`config.mk`:
```
export PLATFORM = sky130hd
export DESIGN_NAME = ssm_merge
export DESIGN_NICKNAME = d
export VERILOG_FILES = /design/src/hdl/ssm_pkg.sv /design/src/hdl/ssm_merge.sv
export SDC_FILE = /design/constraint.sdc
export NUM_CORES = 2
export LEC_CHECK = 0
export BUFFER_PORTS_ARGS = -buffer_cell sky130_fd_sc_hd__buf_2
export CAP_MARGIN = 20
export CORE_AREA = 2 2 324 326
export CTS_CLUSTER_SIZE = 20
export DETAILED_ROUTE_END_ITERATION = 8
export DIE_AREA = 0 0 326 328
export PLACE_DENSITY = 0.58
export SLEW_MARGIN = 15
export SYNTH_ARGS = -nofsm -noshare
export SYNTH_HDL_FRONTEND = slang
export SYNTH_SLANG_ARGS = --single-unit
```
`constraint.sdc`:
```
create_clock -name clock -period 29.5 [get_ports clock]
set_input_delay 1.475 -clock clock [delete_from_list [all_inputs] [get_ports clock]]
set_output_delay 1.475 -clock clock [all_outputs]
set_load 0.01 [all_outputs]
```
`src/hdl/ssm_pkg.sv`:
```
// Shared types, constants and elaboration-time table functions for the scan core.
`timescale 1ns / 1ps
package ssm_pkg;

   // Field widths fixed by the item format.
   localparam int COEF_W  = 16;
   localparam int STATE_W = 32;
   localparam int DECAY_W = 25;
   localparam int PROD_W  = 48;
   localparam int XDT_W   = 32;
   localparam int CSR_W   = 64;
   localparam int RANGE_SHIFT = 28;   // exp range of 16 in Q8.24 is 2^28

   // Configuration register indexes.
   typedef enum logic [2:0] {
      CSR_RATE_0_3   = 3'd0,
      CSR_RATE_4_7   = 3'd1,
      CSR_RATE_8_11  = 3'd2,
      CSR_RATE_12_15 = 3'd3,
      CSR_SKIP_GAIN  = 3'd4
   } csr_index_type;

   // Sequencer states for one item.
   typedef enum logic [2:0] {
      ST_IDLE,
      ST_LOOK,
      ST_UPD,
      ST_PROD,
      ST_SUM,
      ST_FIN
   } scan_state_type;

   // Stage enables sent to every lane.
   typedef struct packed {
      logic ld;
      logic look;
      logic upd;
      logic prod;
      logic clear;
   } lane_ctrl_type;

   // Unsigned Q56 product, truncated.
   function automatic logic [63:0] mul_q56(input logic [63:0] a, input logic [63:0] b);
      logic [127:0] p;
      p = 128'(a) * 128'(b);
      return p[119:56];
   endfunction

   // Taylor series of exp(-h) in Q56, through the h^20 term.
   function automatic logic [63:0] exp_series(input logic [63:0] h);
      logic [63:0] sum;
      logic [63:0] term;
      sum  = 64'd1 << 56;
      term = 64'd1 << 56;
      for (int k = 1; k <= 20; k++) begin
         term = mul_q56(term, h) / 64'(k);
         if (k % 2 == 1) begin
            sum = sum - term;
         end else begin
            sum = sum + term;
         end
      end
      return sum;
   endfunction

   // Table entry idx: ratio raised to idx in Q56, rounded to Q1.24.
   function automatic logic [DECAY_W-1:0] decay_entry(input logic [63:0] ratio,
                                                      input int idx);
      logic [63:0] acc;
      logic [63:0] rnd;
      acc = 64'd1 << 56;
      for (int i = 0; i < idx; i++) begin
         acc = mul_q56(acc, ratio);
      end
      rnd = (acc + (64'd1 << 31)) >> 32;
      return rnd[DECAY_W-1:0];
   endfunction

endpackage

```
`src/hdl/ssm_merge.sv`:
```
// Merging stage: sums lane products, adds the skip term, rounds and saturates.
`timescale 1ns / 1ps
module ssm_merge #(
   parameter int LANES = 16
) (
   input  logic                               clock,
   input  logic                               sum_en,
   input  logic signed [ssm_pkg::PROD_W-1:0]  prod [LANES],
   input  logic signed [15:0]                 sample_x,
   input  logic signed [15:0]                 skip_gain,
   output logic signed [31:0]                 result
);
   localparam int GROUPS = (LANES + 3) / 4;

   logic signed [49:0] group_ff [GROUPS];
   logic signed [49:0] group_in [GROUPS];

   // First level: groups of four lanes.
   always_comb begin
      for (int g = 0; g < GROUPS; g++) begin
         group_in[g] = '0;
      end
      for (int j = 0; j < LANES; j++) begin
         group_in[j / 4] = group_in[j / 4] + 50'(prod[j]);
      end
   end

   always_ff @(posedge clock) begin
      if (sum_en) begin
         group_ff <= group_in;
      end
   end

   // Second level: group sums plus D*x in Q12.36, then round and saturate.
   logic signed [31:0] skip_prod;
   logic signed [52:0] acc;
   logic signed [40:0] rounded;

   always_comb begin
      skip_prod = 32'(skip_gain) * 32'(sample_x);
      acc = 53'(skip_prod) <<< 12;
      for (int g = 0; g < GROUPS; g++) begin
         acc = acc + 53'(group_ff[g]);
      end
      rounded = 41'((acc + 53'sd2048) >>> 12);
      priority if (rounded > 41'sd2147483647) begin
         result = 32'sh7FFFFFFF;
      end else if (rounded < -41'sd2147483648) begin
         result = 32'sh80000000;
      end else begin
         result = rounded[31:0];
      end
   end
endmodule
```
==> Yosys cells after proc, flatten, opt, wreduce, memory -nomap -nowiden <==
Cells that the tools add are included.
{ "word_totals": {"word_cells": 26, "regBits": 200} }
{ "classes": {"n_lt_le_gt_ge": 2, "n_mux": 2, "multipliers": 1, "addsub": 17} }
{ "op_table": {"columns": ["op", "count"], "rows": [
  ["$add A49 B48 Y50", 4],
  ["$add A50 B48 Y50", 4],
  ["$add A48 B48 Y49", 4],
  ["$mux W32", 2],
  ["$add A52 B50 Y53", 1],
  ["$add A53 B13 Y53 const B", 1],
  ["$add A53 B50 Y53", 1],
  ["$add A51 B50 Y52", 1],
  ["$add A44 B50 Y51", 1],
  ["$gt A41 B32 Y1 const B", 1],
  ["$lt A41 B32 Y1 const B", 1],
  ["$mul A16 B16 Y32", 1]
]} }

==> Depth between registers and ports, before layout <==
{ "logic_depth": {"word_depth": 9, "depth_mapped": 42, "mapped_depth_nobuf": 39} }

==> Worst setup path before layout <==
No wires, ideal clock.
{ "synth_timing": {"path_kind": "in2out", "start": "in skip_gain[10]", "end": "out result[0]", "setup_slack_ns": 17.278, "cell_stages": 36, "path_buffers": 3, "t_arrival_ns": 10.747, "cell_sequence": "clkbuf_1 > nand2_1 > fa_1 > fa_1 > fa_1 > fa_1 > inv_1 > fa_1 > fa_1 > ha_1 > a21oi_1 > nor2b_1 > nor2_1 > nand2_1 > a311oi_1 > o31ai_1 > a41oi_1 > a31oi_1 > a41oi_1 > a311oi_1 > xnor2_1 > fa_1 > ha_1 > clkbuf_1 > a21o_1 > a21o_1 > a21o_1 > a21o_1 > a21o_1 > a21o_1 > a31o_1 > a22o_1 > nor3_1 > a41oi_2 > buf_2 > o21ai_0"} }
{ "synth_between": {"elab_chain_cells": 9} }
{ "synth_rtl": {"columns": ["element", "line_no", "rtl"], "rows": [
  ["from (decl)", "ssm_merge.sv:10", "input logic signed [15:0] skip_gain,"],
  ["$mul A16 B16 Y32 *", "ssm_merge.sv:40", "skip_prod = 32'(skip_gain) * 32'(sample_x);"],
  ["$add A44 B50 Y51 *", "ssm_merge.sv:43", "acc = acc + 53'(group_ff[g]);"],
  ["$add A51 B50 Y52 *", "ssm_merge.sv:43", null],
  ["$add A52 B50 Y53 *", "ssm_merge.sv:43", null],
  ["$add A53 B50 Y53 *", "ssm_merge.sv:43", null],
  ["$add A53 B13 Y53 *", "ssm_merge.sv:45", "rounded = 41'((acc + 53'sd2048) >>> 12);"],
  ["$lt A41 B32 Y1", "ssm_merge.sv:48", "end else if (rounded < -41'sd2147483648) begin"],
  ["$mux W32", "ssm_merge.sv:48", null],
  ["$mux W32 *", "ssm_merge.sv:46", "priority if (rounded > 41'sd2147483647) begin"],
  ["to (decl)", "ssm_merge.sv:11", "output logic signed [31:0] result"]
]} }
Mark *: on every way between the ends. The rest lies on a longest branch, timed or not.

==> Worst setup path in the final report <==
{ "layout_timing": {"start": "in skip_gain[11]", "end": "out result[9]"} }
Same word-level chain as after synthesis.

==> results.txt <==
Setup repair after global routing left no endpoint under its margin. TritonCTS built the clock tree. The worst hold-check slack is 1.273 ns. The predominant post-synthesis flop cell was sky130_fd_sc_hd__edfxtp_1. Worst hold-check path type: in2reg.

The count of nets left with antenna violations after detail routing was 0. Entering global routing, the biggest net connects 79 pins. The floorplan die width is 326 um, and the worst-path maximum fanout is 23. Detailed placement finished with a half-perimeter wire length of 111900 um.

The critical path data arrival time was 11.56 ns; the initial cell density of the core was 0.3724. The met1 usage is 0.3241, and the worst slew margin relative to its limit is 0.2559. The flow ran to the end, and the final reports show no timing, DRC or antenna violations.

On the critical path the largest part of the delay comes from adder cells. Counting instances in the post-synthesis netlist gives the leading cell types as sky130_fd_sc_hd__fa_1, sky130_fd_sc_hd__inv_1, sky130_fd_sc_hd__ha_1. The last element of the critical path is result[9]. The ratio of cells with drive above 1 in the final layout came out at 0.2083. The initial DRC count was 1774.

The net count of the finished layout is 6256. The die is 328 um tall. Routability-driven placement finished with a final weighted congestion of 0.9519. The number of global-route vias before repair was 31060.

XOR/XNOR share of the synthesized area: 0.05538. The H-tree depth is 4. The post-layout utilization of the core came out at 0.4349.

After synthesis, the largest family of logic cells by area is adder cells. The met3 track utilization from global routing is 0.03037. The number of synthesized register bits was 200. The share of synthesized area spent on multiplexers was 0.0008139; the initial antenna violation count was 21. Count of vias placed by the detailed router: 28710. The global-route usage over all layers is 0.2313. The tools report the final routed wirelength across all metal layers as 122100 um.

Fill cells in the final layout number 9974. The number of gates resized after CTS was 0. Setup violations remaining at the end of the flow were counted as 0.

The number of design rule violations left after detail routing was 0. The most critical setup path has its startpoint at skip_gain[11]. Yosys printed 0 warnings. CTS saw 200 sinks. Counting the buffers created by CTS gives 17. Register ranked first by flip-flop count: group_ff. In the routed layout, each cell is associated on average with a via count of 5.014. The number of hold violations in the final report came out at 0. The worst setup path is captured at an output port.

The pre-antenna-repair detailed-routing pass consisted of 5 iterations. The tools report the nature of the critical path startpoint as an input pin. Row generation in the floorplan step produced 118 rows.

Biggest cell delay along the critical path: 0.53 ns. The most numerous cell type found on the critical path is sky130_fd_sc_hd__fa_1. The logs give 0 for the number of hold buffers added after cts and 185500 um for the first-pass GRT wire length.

The fraction of synthesis flops using an asynchronous set or reset pin was 0; the residual overflow from global routing was 0. For the finished layout, the period the worst path requires is 13.04 ns. The number of distinct library cells after synthesis is 78, and the number of buffer and inverter stages on the critical path is 7.

In this run the mean area of a mapped cell was 10.92 um^2. The data required time of the worst path is 28.02 ns. The busiest layer in global routing was met2.

The cell area after technology mapping was 38430 um^2. Most instantiated library cell after synthesis: sky130_fd_sc_hd__fa_1. The tools report the root buffer cell as sky130_fd_sc_hd__clkbuf_16. The setup path with the least slack is of type in2out. The highest attainable clock frequency is 76.70 MHz.

After clock tree synthesis, the clock-pin slew on the worst setup and hold paths is 0.09 ns. The tools report the sequential-to-total area share from yosys stat as 0.1563. The post-synthesis share of cell area spent on full adders, half adders and majority gates came out at 0.5212.

The slew at the pin closest to its max-slew limit came out at 1.107 ns. The part of the cycle the worst path needs was 0.4420; the number of top-level pins was 834. The tools report the count of pins over their slew limit as 0. The die covers 106900 um^2. From synthesis to final layout, the design area changed by 16.79%.

Complex-gate fraction of the synthesized area: 0.1225. In the final routed layout, each cell accounts on average for 21.32 um. The run gives 0.3837 as the global routing met2 resource utilization. Synthesis produced a netlist whose cell count is 3520.

Input and output buffers added on the ports amount to 833. The count of maximum capacitance violations is 0. For this design, the slowest cell found on the critical path is sky130_fd_sc_hd__o31ai_1. Ranked by total cell area, the synthesized netlist is headed by sky130_fd_sc_hd__fa_1, sky130_fd_sc_hd__edfxtp_1, sky130_fd_sc_hd__ha_1, sky130_fd_sc_hd__inv_1, sky130_fd_sc_hd__xnor2_1. The number of post-CTS setup repair buffers came out at 0. In this run the number of cells on the critical path is 37. Simple-gate share of the synthesized area: 0.09819. Leading area contributor after synthesis: sky130_fd_sc_hd__fa_1.

The number of buffers on the longest clock path came out at 2. The region available for standard cell placement spans 103200 um^2. The net count after synthesis was 5449.

The area share of the largest cell type after synthesis came out at 0.4115. The largest registers in the layout are group_ff (200). Summed over all failing endpoints, the final setup total negative slack is 0 ns.

The flip-flop count of the largest register after layout was 200. Yosys mapped a number of flops with a built-in enable equal to 200.
[final cells by class]
class                      instances  area [um^2]  area share
timing repair buffer             840         4252     0.09473
inverter                         413         1550     0.03454
clock inverter                    15        210.2    0.004683
clock buffer                      17        425.4    0.009478
antenna                            7        17.52   0.0003903
tap                             1380         1727     0.03847
multi-input combinational       2855        30690      0.6839
sequential                       200         6006      0.1338
[cell usage in the layout (no fill, tap or decap), drive strengths merged, types with 24 or more instances in the layout]
cell	Yosys	routed
edfxtp	200	200
xor2	76	76
o21bai	30	30
inv	413	425
nand3	46	46
a211oi	24	24
o21a	40	40
nor3	30	30
nor2	141	141
o21ai	137	137
fa	790	790
nand2	231	231
a21oi	219	219
a21o	146	146
buf	6	840
nand2b	37	37
ha	337	337
xnor2	167	167
nor2b	28	28
and2	136	136
[stage by stage]
step	instance area (um^2)	worst slack, ns	cells
after floorplan	38430	17.28	3520
after global placement	44200	16.39	5687
after global routing	44880	15.87	5725
after detailed placement	44200	16.13	5687
final	44880	16.46	5727
after CTS	44840	16.09	5719
[kinds of logic (layout without fill, tap and decap cells)]
group	after synthesis	count (layout)
DFF	200	200
buffers and inverters	465	1285
xor gates and xnor gates	243	243
adders and majority gates	1127	1127
AOI/OAI and AO/OA	724	724
and+or+nand+nor	758	758
other	0	7
muxes	3	3
[layer usage]
| layer | part of all wire | up-vias |
|---|---|---|
| met4 | 0.019 | 2 |
| met1 | 0.45 | 14300 |
| li1 | - | 13500 |
| met2 | 0.48 | 822 |
| met5 | 0.00011 | - |
| met3 | 0.050 | 92 |
[worst min-delay path by stage]
stage / end / slack [ns] / startpoint / cells after the start
floorplan: group_ff[0] / 1.59 / sum_en / 0
global placement: group_ff[150] / 1.78 / prod[720] / 2
detailed placement: group_ff[150] / 1.78 / prod[720] / 2
CTS: group_ff[150] / 1.25 / prod[720] / 2
global route: group_ff[150] / 1.28 / prod[720] / 2
finish: group_ff[150] / 1.27 / prod[720] / 2
Power is not shown: default switching activity piles up to over one toggle a cycle in this logic, so the estimate is an artifact.
